--- src/sv/moravec_corner_detector_defines.svh ---
// Assertion macros used by the corner detector queue.
`ifndef MORAVEC_CORNER_DETECTOR_DEFINES_SVH
`define MORAVEC_CORNER_DETECTOR_DEFINES_SVH

// Same-cycle implication, sampled on clk and disabled while rst_n is low.
`define MCD_ASSERT_NOW(lbl, ante, cons, msg) \
  lbl: assert property (@(posedge clk) disable iff (!rst_n) (ante) |-> (cons)) else $error(msg);

// Next-cycle implication, sampled on clk and disabled while rst_n is low.
`define MCD_ASSERT_NEXT(lbl, ante, cons, msg) \
  lbl: assert property (@(posedge clk) disable iff (!rst_n) (ante) |=> (cons)) else $error(msg);

`endif

--- src/sv/mcd_pkg.sv ---
// Shared types and constants of the corner detector.
package mcd_pkg;

  localparam int WINDOW_SIZE_DEF = 10;
  localparam int MAX_WIDTH_DEF   = 1024;
  localparam int MAX_HEIGHT      = 4096;
  localparam int QUEUE_DEPTH     = 4;

  localparam logic [1:0] CFG_IMAGE_WIDTH  = 2'd0;
  localparam logic [1:0] CFG_IMAGE_HEIGHT = 2'd1;
  localparam logic [1:0] CFG_THRESHOLD    = 2'd2;

  localparam logic [10:0] WIDTH_RESET     = 11'd640;
  localparam logic [12:0] HEIGHT_RESET    = 13'd480;
  localparam logic [19:0] THRESHOLD_RESET = 20'd500;

  typedef struct packed {
    logic [10:0] image_width;
    logic [12:0] image_height;
    logic [19:0] interest_threshold;
  } cfg_t;

endpackage

--- src/sv/mcd_queue.sv ---
// Short first-in first-out queue between the front end and the back end.
`include "moravec_corner_detector_defines.svh"
module mcd_queue #(
  parameter int WIDTH = 8,
  parameter int DEPTH = mcd_pkg::QUEUE_DEPTH
) (
  input  logic                         clk,
  input  logic                         rst_n,
  input  logic                         push,
  input  logic [WIDTH-1:0]             push_data,
  input  logic                         pop,
  output logic [WIDTH-1:0]             head,
  output logic                         empty,
  output logic [$clog2(DEPTH+1)-1:0]   count
);

  localparam int PW = $clog2(DEPTH);
  localparam int CNW = $clog2(DEPTH + 1);

  logic [WIDTH-1:0] mem_r [DEPTH];
  logic [PW-1:0]    wr_ptr_r, rd_ptr_r;
  logic [CNW-1:0]   count_r;

  always_ff @(posedge clk) begin
    if (!rst_n) begin
      wr_ptr_r <= '0;
      rd_ptr_r <= '0;
      count_r  <= '0;
    end else begin
      if (push) begin
        wr_ptr_r <= (wr_ptr_r == PW'(DEPTH - 1)) ? '0 : wr_ptr_r + PW'(1);
      end
      if (pop) begin
        rd_ptr_r <= (rd_ptr_r == PW'(DEPTH - 1)) ? '0 : rd_ptr_r + PW'(1);
      end
      if (push && !pop) begin
        count_r <= count_r + CNW'(1);
      end else if (pop && !push) begin
        count_r <= count_r - CNW'(1);
      end
    end
  end

  always_ff @(posedge clk) begin
    if (push) begin
      mem_r[wr_ptr_r] <= push_data;
    end
  end

  assign head  = mem_r[rd_ptr_r];
  assign empty = (count_r == '0);
  assign count = count_r;

  `MCD_ASSERT_NOW(a_no_overflow, push, (count_r != CNW'(DEPTH)) || pop, "queue overflow")
  `MCD_ASSERT_NOW(a_no_underflow, pop, count_r != '0, "queue underflow")
  `MCD_ASSERT_NEXT(a_count_up, push && !pop, count_r == $past(count_r) + CNW'(1),
                   "queue count did not advance on a lone push")

endmodule

--- config.mk ---
export PLATFORM = sky130hd
export DESIGN_NAME = mcd_queue
export DESIGN_NICKNAME = d
export VERILOG_FILES = /design/src/sv/mcd_pkg.sv /design/src/sv/mcd_queue.sv
export VERILOG_INCLUDE_DIRS = /design/src /design/src/sv
export SDC_FILE = /design/constraint.sdc
export NUM_CORES = 1
export LEC_CHECK = 0
export BUFFER_PORTS_ARGS = -buffer_cell sky130_fd_sc_hd__clkbuf_2
export CORE_MARGIN = 2
export CORE_UTILIZATION = 36
export DETAILED_ROUTE_END_ITERATION = 7
export GPL_TIMING_DRIVEN = 0
export HOLD_SLACK_MARGIN = 0.05
export SLEW_MARGIN = 40
export SYNTH_ARGS = -nofsm -noshare
export SYNTH_HDL_FRONTEND = slang
export SYNTH_SLANG_ARGS = --single-unit
--- constraint.sdc ---
create_clock -name clk -period 2 [get_ports clk]
set_clock_uncertainty 0.05 [all_clocks]
set_input_delay 0.1 -clock clk [delete_from_list [all_inputs] [get_ports clk]]
set_output_delay 0.1 -clock clk [all_outputs]
set_load 0.005 [all_outputs]
---- Word level (Yosys, flattened, before mapping) ----
Memories as Yosys holds them, arrays and structs flattened. A register that Yosys moved wholly into a read port is not among the register bits.
Index checks and enable logic that the tools add are counted.
storage, ports and cells
  bits in latches ......................... 0
  memories ................................ 1
  output and inout bits ................... 12
  register bits ........................... 7
  RAM bits ................................ 32
  word-level logic and storage cells ...... 24
  bits in read-only memories .............. 0
  input port bits ......................... 12
operators by class
  $lt $le $gt $ge ......................... 0
  bitwise gates (word level) .............. 0
  muxes and demuxes ....................... 8
  equal/unequal tests ..................... 2
  divide/modulo/power cells ............... 0
  add/sub/neg operators ................... 4
  multipliers ............................. 0
  shift operators ......................... 0
  reduce and logical (&&, ||, !) cells .... 6
memories
  name   words  bits a word  read ports  clocked after memory_dff  wr ports  RTL line         RTL
  mem_r  4      8            1           1                         1         mcd_queue.sv:20  logic [WIDTH-1:0] mem_r [DEPTH];
operators by type and width
  kind                 count
  $mux 2               4
  $mux 3               2
  $add 2x1->2 const B  2
  $eq 2x2->1 const B   2
  $add 3x1->3 const B  1
  $logic_not 3->1      1
  $sub 3x1->3 const B  1
  $logic_and 1x1->1    2
  $logic_not 1->1      2
  $mux 1               2
  $reduce_bool 2->1    1

---- Longest topological paths before layout ----
Gate-level depths: netlist of the first run.
  depth after elaboration ................. 4
  mapped depth ............................ 7
  mapped depth without buffers ............ 7

---- Worst setup path after synthesis of the first run ----
No wires, ideal clock.
  path type ............................... register -> register
  start ................................... register count_r[0] (netlist: count[0])
  end ..................................... register count_r[2] (netlist: count[2])
  period minus slack after synthesis ...... 1.456 ns
  library setup time ...................... 0.070 ns
  arrival time ............................ 1.336 ns
  stages on the path, launching flop included .. 5
  slack ................................... 0.544 ns
  data required time ...................... 1.880 ns
  path buffers ............................ 0
  cell sequence ........................... dfxtp_1 > fa_1 > xor2_1 > or3_1 > a21boi_1
on the way
  longest elaborated chain between the ends .. 3
  elaborated cells on any way between the ends .. 4
  classes of those cells .................. 2 x add/sub; 2 x mux
ends and longest elaborated chain
  what                      RTL line         RTL
  start: declaration        mcd_queue.sv:22  logic [CNW-1:0] count_r;
  start signal: assignment  mcd_queue.sv:37  count_r <= count_r + CNW'(1);
  start signal: assignment  mcd_queue.sv:39  count_r <= count_r - CNW'(1);
  $sub 3x1->3               mcd_queue.sv:39
  $mux 3                    mcd_queue.sv:38  end else if (pop && !push) begin
  $mux 3 *                  mcd_queue.sv:36  if (push && !pop) begin
Mark *: on every way between the ends. The rest lies on a longest branch, timed or not. The select of a mux whose other input is x is not followed.
A chain may end at the register's enable or synchronous reset.

==> results of run 1 <==
[registers in the layout, indices dropped and copies added, names as in the netlist, named ones only]
signal and cells:
mem_r 32, count 3, rd_ptr_r 2, wr_ptr_r 2
[what timing repair did]
item / 4_1_cts / 5_1_grt
endpoints found under the hold margin: 32 / 0
resized for setup: 0 / 0
hold buffers: 8 / 0
[routing by layer]
layer / routed length [um] / vias up
met5: 0 / -
met4: 44 / 0
met3: 120 / 5
met2: 1416 / 22
met1: 1107 / 418
li1: - / 395
[power breakdown]
group | switching [mW] | internal (mW) | total (mW)
Clock | 0.268 | 0.368 | 0.637
Sequential | 0.0260 | 0.969 | 0.995
Combinational | 0.0992 | 0.115 | 0.215
[worst register-to-register path, cell delays in order, from the launching register on]
cell and delay, ns:
dfxtp_1 0.36, fa_1 0.44, xor2_1 0.16, or3_1 0.32, a21boi_1 0.15
[cell families (layout without fill, tap and decap cells)]
logic type | Yosys count | after routing | synth area share
compound gates | 3 | 3 | 0.01245
xor+xnor | 2 | 2 | 0.01090
fa+ha+maj | 7 | 7 | 0.05914
buf+inv | 6 | 45 | 0.01945
flops | 41 | 41 | 0.7097
mux | 12 | 12 | 0.1370
simple gates | 14 | 14 | 0.05136
[layout by cell type (no fill, tap or decap), types with 2 or more instances in the layout]
cell type / Yosys / final
and2_1: 5 / 5
clkbuf_2: 1 / 24
clkbuf_8: 0 / 5
dfxtp_1: 9 / 9
dlygate4sd3_1: 0 / 8
edfxtp_1: 32 / 32
ha_1: 6 / 6
inv_1: 4 / 4
mux2i_1: 4 / 4
mux4_2: 8 / 8
nor2b_1: 5 / 5
nor3_1: 2 / 2
[path summary, 6_finish.rpt]
path                    to  slack [ns]  startpoint  cells past startpoint
hold / removal    count[0]        0.06       rst_n                      2
hold reg to reg   count[2]        0.49    count[2]                      2
setup reg to reg  count[2]        0.46    count[0]                      4
setup / recovery   head[1]        0.43   flip-flop                      3
[metrics by stage]
stage | cell area, um^2 | worst slack [ns] | hold slack (ns)
global placement | 1788 | 0.3946 | 0.2674
global route | 1974 | 0.3515 | 0.09045
finish | 1974 | 0.4276 | 0.06394
floorplan | 1608 | 0.5441 | 0.1489
CTS | 1974 | 0.4052 | 0.07423
detailed placement | 1788 | 0.3515 | 0.2728
[layout make-up]
cell class | count | area, um^2
clock inverters | 2 | 33.78
well taps | 52 | 65.06
clock buffers | 6 | 72.57
repair buffers | 31 | 195.2
plain buffers | 2 | 16.27
flip-flops and latches | 41 | 1141
fillers | 410 | 2350
inverters | 4 | 15.01
multi-input cells | 38 | 435.4
==> results.md, run 1 <==
* Post-route minimum period at 1.572 ns
* Met2 routing resource usage after global routing at 0.2108
* Leakage power of the design at 0.7397 nW
* Routed via count divided by cell count at 4.773
* Depth of the CTS H-tree at 2
* Length of the first detailed-routing pass in iterations at 3
* CTS tree: built
* Post-CTS clock slew at the launch and capture registers of the worst setup and hold paths at 0.07 ns
* Number of placement rows at 24
* Residual overflow from global routing at 0
* Power Dens Cells at 934.9 nW/um^2
* Final routed DRC violation total at 0
* Number of nets with antenna violations after routing at 0
* Crit path max-delay family: multiplexers
* Antenna diodes at 0
* Synthesis Warnings at 0
* Total of buffers placed on input and output ports at 23
* Starting density of the core at 0.3718
* Die height at 70.83 um
* Critical path arrival at 1.42 ns
* Wire length reported by the detailed router at 2687 um
* Required time at the endpoint of the critical path at 1.85 ns
* I/O pins at 24
* Latest clock arrival within the worst-skew pair at 0.29 ns
* Crit-path cells: buf_6 -> mux4_2 -> clkbuf_2
* PnR Total Power at 1.846 mW
* Tightest Pin Transition at 0.5125 ns
* Dpl cells at 160
* Number of nets in the finished design at 142
* Final count of negative-setup-slack endpoints at 0
* Count of buffer and inverter cells on the critical path at 2
* Worst min-delay path class: in -> reg
* Portion of the post-synthesis area used by sequential elements at 0.7097
* Fraction of met3 tracks used by global routing at 0.03561
* First-pass GRT wire length at 4436 um
* GPL Wtd Cong at 0.7024
* Flip-flop and latch count after synthesis at 41
* Synthesized netlist net count at 104
* Biggest area consumer among synthesized cells: edfxtp_1
* Top cell types by occurrence after synthesis: 32 x edfxtp_1, 9 x dfxtp_1, 8 x mux4_2
* Max Clock Freq at 0.6360 GHz
* Number of antenna violations at the first check in global routing at 0
* Fraction of final layout cells sized beyond drive strength 1 at 0.3145
* Maximum fanout encountered on the critical timing path at 8
* WL/cell at 15.27 um
* Core Region at 4324 um^2
* Outcome: finished, final reports clean
* Primary FF master, synth: edfxtp_1
* Unrepaired setup endpoints after global routing: false
* Busiest layer in global routing: met2
* Category of the most critical setup path: reg -> out
* Top post-synthesis cells by area: edfxtp_1 60%, dfxtp_1 11%, mux4_2 11%
* Number of endpoints with negative hold slack in the final report at 0
* Number of clock buffers inserted by TritonCTS at 5
* Met1 Resource Use GR at 0.1388
* Vias in the first global route at 967
* Top-area cell type share of the netlist area at 0.5977
* Library cell with the highest instance count after synthesis: edfxtp_1
* Number of unique standard cell types used by synthesis at 19
* Area of the mapped netlist at 1608 um^2
* Fin cells at 176
* Worst relative slew slack at 0.6583
* EDFF count, synth at 32
* Summed negative setup slack over all endpoints at 0 ns
* Maximum number of pins on one net before global-route repair at 13
* Post-detailed-placement half-perimeter wirelength at 1821 um
* Synthesized instance count at 85
* Number of setup buffers added after CTS at 0
* FFs w/ async S/R, synth at 0
* Clock Tree Buf Depth at 2
* Slowest cell on the critical path: mux4_2
* Fraction of the cycle the final worst path needs at 0.7862
* Mean post-synth cell area at 18.92 um^2
* Die extent in x at 70.83 um
* Peak per-stage delay on the critical path at 0.52 ns
* Count of clock tree sinks at 41
* DRC marker count from the first detailed-route iteration at 53
* Endpoint class of the critical path: output pin
* Setup crit start kind: flip-flop
* Max-cap violation count at 0
* Gr usage total at 0.1218
* Clk root buf: clkbuf_8
* Number of pins exceeding their max-slew limit in the final report at 0
* Signed area change from the synthesized netlist to the final layout at 22.80%
* Maximum resistive drop on vdd at 0.4196 mV
* DIE AREA at 5017 um^2
* Utilization of the core after routing at 0.4566
* Vias at 840
Power figures use the tool's default switching activity.
==> run 2, diff against run 1 <==
--- a/config.mk
+++ b/config.mk
@@ -6,6 +6,7 @@
 export SDC_FILE = /design/constraint.sdc
 export NUM_CORES = 1
 export LEC_CHECK = 0
+export ABC_AREA = 1
 export BUFFER_PORTS_ARGS = -buffer_cell sky130_fd_sc_hd__clkbuf_2
 export CORE_MARGIN = 2
 export CORE_UTILIZATION = 36
==> constraint.sdc (replaced) <==
create_clock -name clk -period 1.64 [get_ports clk]
set_clock_uncertainty 0.05 [all_clocks]
set_input_delay 0.082 -clock clk [delete_from_list [all_inputs] [get_ports clk]]
set_output_delay 0.082 -clock clk [all_outputs]
set_load 0.005 [all_outputs]
==> run 2 against run 1 <==
Compared with the run above:
- sequential cell count unchanged
- worst setup slack worse by 0.29 ns
- total power up 16%
- core utilization up 0.34 points
- highest routed layer unchanged
- critical endpoint is now head[0]
- sequential power up 23%
- cell area up 2.2%
==> results.md, run 2 <==
* Outcome: finished, final reports clean
* Portion of the post-synthesis area used by sequential elements at 0.6930
* Library cell with the highest instance count after synthesis: edfxtp_1
* Synthesized instance count at 134
* Top cell types by occurrence after synthesis: 32 x edfxtp_1, 22 x nor2_1, 15 x inv_1, 15 x o21ai_0, 9 x dfxtp_1
* Number of nets in the finished design at 193
* Filler Cell Count at 410
* Endpoint class of the critical path: output pin
* I/O pins at 24
* Number of placement rows at 24
* Leakage power of the design at 0.8201 nW
* Number of antenna violations at the first check in global routing at 0
* Number of cells traversed by the worst register-to-register path at 3
* Synthesis Warnings at 0
* Critical path arrival at 1.37 ns
* Clock Tree Buf Depth at 2
* Area taken by multi-input logic gates at 422.9 um^2
* Maximum fanout encountered on the critical timing path at 10
* Fraction of final layout cells sized beyond drive strength 1 at 0.2286
* DIE AREA at 5131 um^2
* Wire length reported by the detailed router at 3026 um
* Power Dens Cells at 1061 nW/um^2
* Top-area cell type share of the netlist area at 0.5836
* Area of the mapped netlist at 1647 um^2
* Flip-flop and latch count after synthesis at 41
* Worst relative slew slack at 0.7315
* Critical R2R Capture: mem_r[3][2]
* Synthesized netlist net count at 153
* Worst min-delay path class: in -> reg
* Max Clock Freq at 0.6669 GHz
* Length of the first detailed-routing pass in iterations at 4
* Final routed DRC violation total at 0
* Post-CTS clock slew at the launch and capture registers of the worst setup and hold paths at 0.08 ns
* PnR Total Power at 2.139 mW
* Antenna diodes at 0
* Latest clock arrival within the worst-skew pair at 0.29 ns
* Clk root buf: clkbuf_8
* EDFF count, synth at 32
* Summed negative setup slack over all endpoints at 0 ns
* Total of buffers placed on input and output ports at 23
* WL/cell at 13.33 um
* Gr usage total at 0.1327
* Cell depth of the worst hold path at 4
* Die extent in x at 71.63 um
* Placement-stage worst setup slack at 0.2268 ns
* Fraction of the cycle the final worst path needs at 0.9143
* Start of the worst register-to-register path: wr_ptr_r[0]
* Maximum number of pins on one net before global-route repair at 15
* CTS tree: built
* Count of clock tree sinks at 41
* Required time at the endpoint of the critical path at 1.51 ns
* Number of pins exceeding their max-slew limit in the final report at 0
* Number of clock buffers inserted by TritonCTS at 5
* Maximum resistive drop on vdd at 0.3754 mV
* FFs w/ async S/R, synth at 0
* Worst hold path endpoint: rd_ptr_r[1]
* Final count of negative-setup-slack endpoints at 0
* Setup crit start kind: flip-flop
* Reg-to-reg setup timing slack at 0.29 ns
* Max FFs per register at 32
* Signed area change from the synthesized netlist to the final layout at 22.49%
* Post-detailed-placement half-perimeter wirelength at 2048 um
* Starting density of the core at 0.3756
* Final Worst Setup Slack at 0.1405 ns
* Worst hold margin at 0.08448 ns
* Number of unique standard cell types used by synthesis at 19
* Die height at 71.63 um
* First-pass GRT wire length at 4919 um
* Core Region at 4384 um^2
* Number of nets with antenna violations after routing at 0
* Sequential standard cell area at 1142 um^2
* GPL Wtd Cong at 0.7357
* Mean post-synth cell area at 12.29 um^2
* Category of the most critical setup path: reg -> out
* Utilization of the core after routing at 0.4600
* Leading cell type in the layout, fill and taps excluded: edfxtp_1
* Tightest Pin Transition at 0.4023 ns
* Vias at 1077
* Top post-synthesis cells by area: edfxtp_1 58%, dfxtp_1 11%, nor2_1 5.0%
* Residual overflow from global routing at 0
* Vias in the first global route at 1094
* Worst Min Path Start: pop
* Routed via count divided by cell count at 4.744
* Number of endpoints with negative hold slack in the final report at 0
* Max-cap violation count at 0
* DRC marker count from the first detailed-route iteration at 73
* Primary FF master, synth: edfxtp_1
* Highest-count cells in the layout ignoring fill and taps: 32 x edfxtp_1, 23 x clkbuf_2, 22 x nor2_1
* Post-route minimum period at 1.499 ns
* Biggest register: mem_r
* Biggest area consumer among synthesized cells: edfxtp_1
* Depth of the CTS H-tree at 2
* Unrepaired setup endpoints after global routing: false
## run 2: changes by cell type after synthesis, moves of 8 or more
cell	previous run	this run
o22ai_1	0	8
nand2_1	0	8
mux4_2	8	0
nor2_1	1	22
o21ai_0	1	15
inv_1	4	15
## run 2: logic make-up (layout without fill, tap and decap cells)
logic type / after synthesis / count (layout) / synth area share
and+or+nand+nor: 37 / 37 / 0.09194
adders and majority gates: 7 / 7 / 0.05775
buffers and inverters: 18 / 59 / 0.05015
AOI/OAI and AO/OA: 30 / 30 / 0.1018
xor gates and xnor gates: 1 / 1 / 0.005320
DFF: 41 / 41 / 0.6930
## run 2: area by class of cell
cell class / instances / share of cell area
Clock inverter: 3 / 0.009926
Multi-Input combinational cell: 75 / 0.2097
Clock buffer: 5 / 0.03412
Buffer: 2 / 0.01117
Sequential cell: 41 / 0.5664
Timing Repair Buffer: 33 / 0.1067
Tap cell: 52 / 0.03226
Inverter: 16 / 0.02978
## run 2: worst max-delay path, stage by stage, from the launching register on
cell	delay, ns
dfxtp_2	0.38
inv_2	0.13
buf_6	0.18
nor2_1	0.05
o22ai_1	0.19
clkbuf_2	0.14
## run 2: routing by layer
layer / share of wire / global-route usage
met5: 0 / 0
met4: 0.019 / 0.06499
met3: 0.052 / 0.05485
met2: 0.52 / 0.2305
met1: 0.41 / 0.1381
## run 2: worst max-delay path by stage
stage              start  endpoint  slack, ns
5_1_grt        flip-flop   head[0]       0.05
4_1_cts        flip-flop   head[7]       0.07
3_5_place_dp         pop  count[2]       0.23
6_report       flip-flop   head[0]       0.14
2_1_floorplan   count[0]  count[2]       0.43
3_3_place_gp         pop  count[2]       0.29
## run 2: repair_timing
action / CTS / global route
hold buffers: 10 / 0
gates resized for setup: 0 / 2
buffers inserted: 0 / 0
endpoints found under the hold margin: 40 / 0
setup endpoints to repair: 0 / 5
## run 2: stage by stage
step / cells / cell area (um^2)
final: 227 / 2017
after global routing: 227 / 2017
after CTS: 227 / 2016
after detailed placement: 209 / 1827
after global placement: 209 / 1827
after floorplan: 134 / 1647
## run 2: where the power goes
part	switching, mW	internal, mW
Clock	0.349	0.300
Combinational	0.150	0.123
Sequential	0.0395	1.18
Total	0.538	1.60
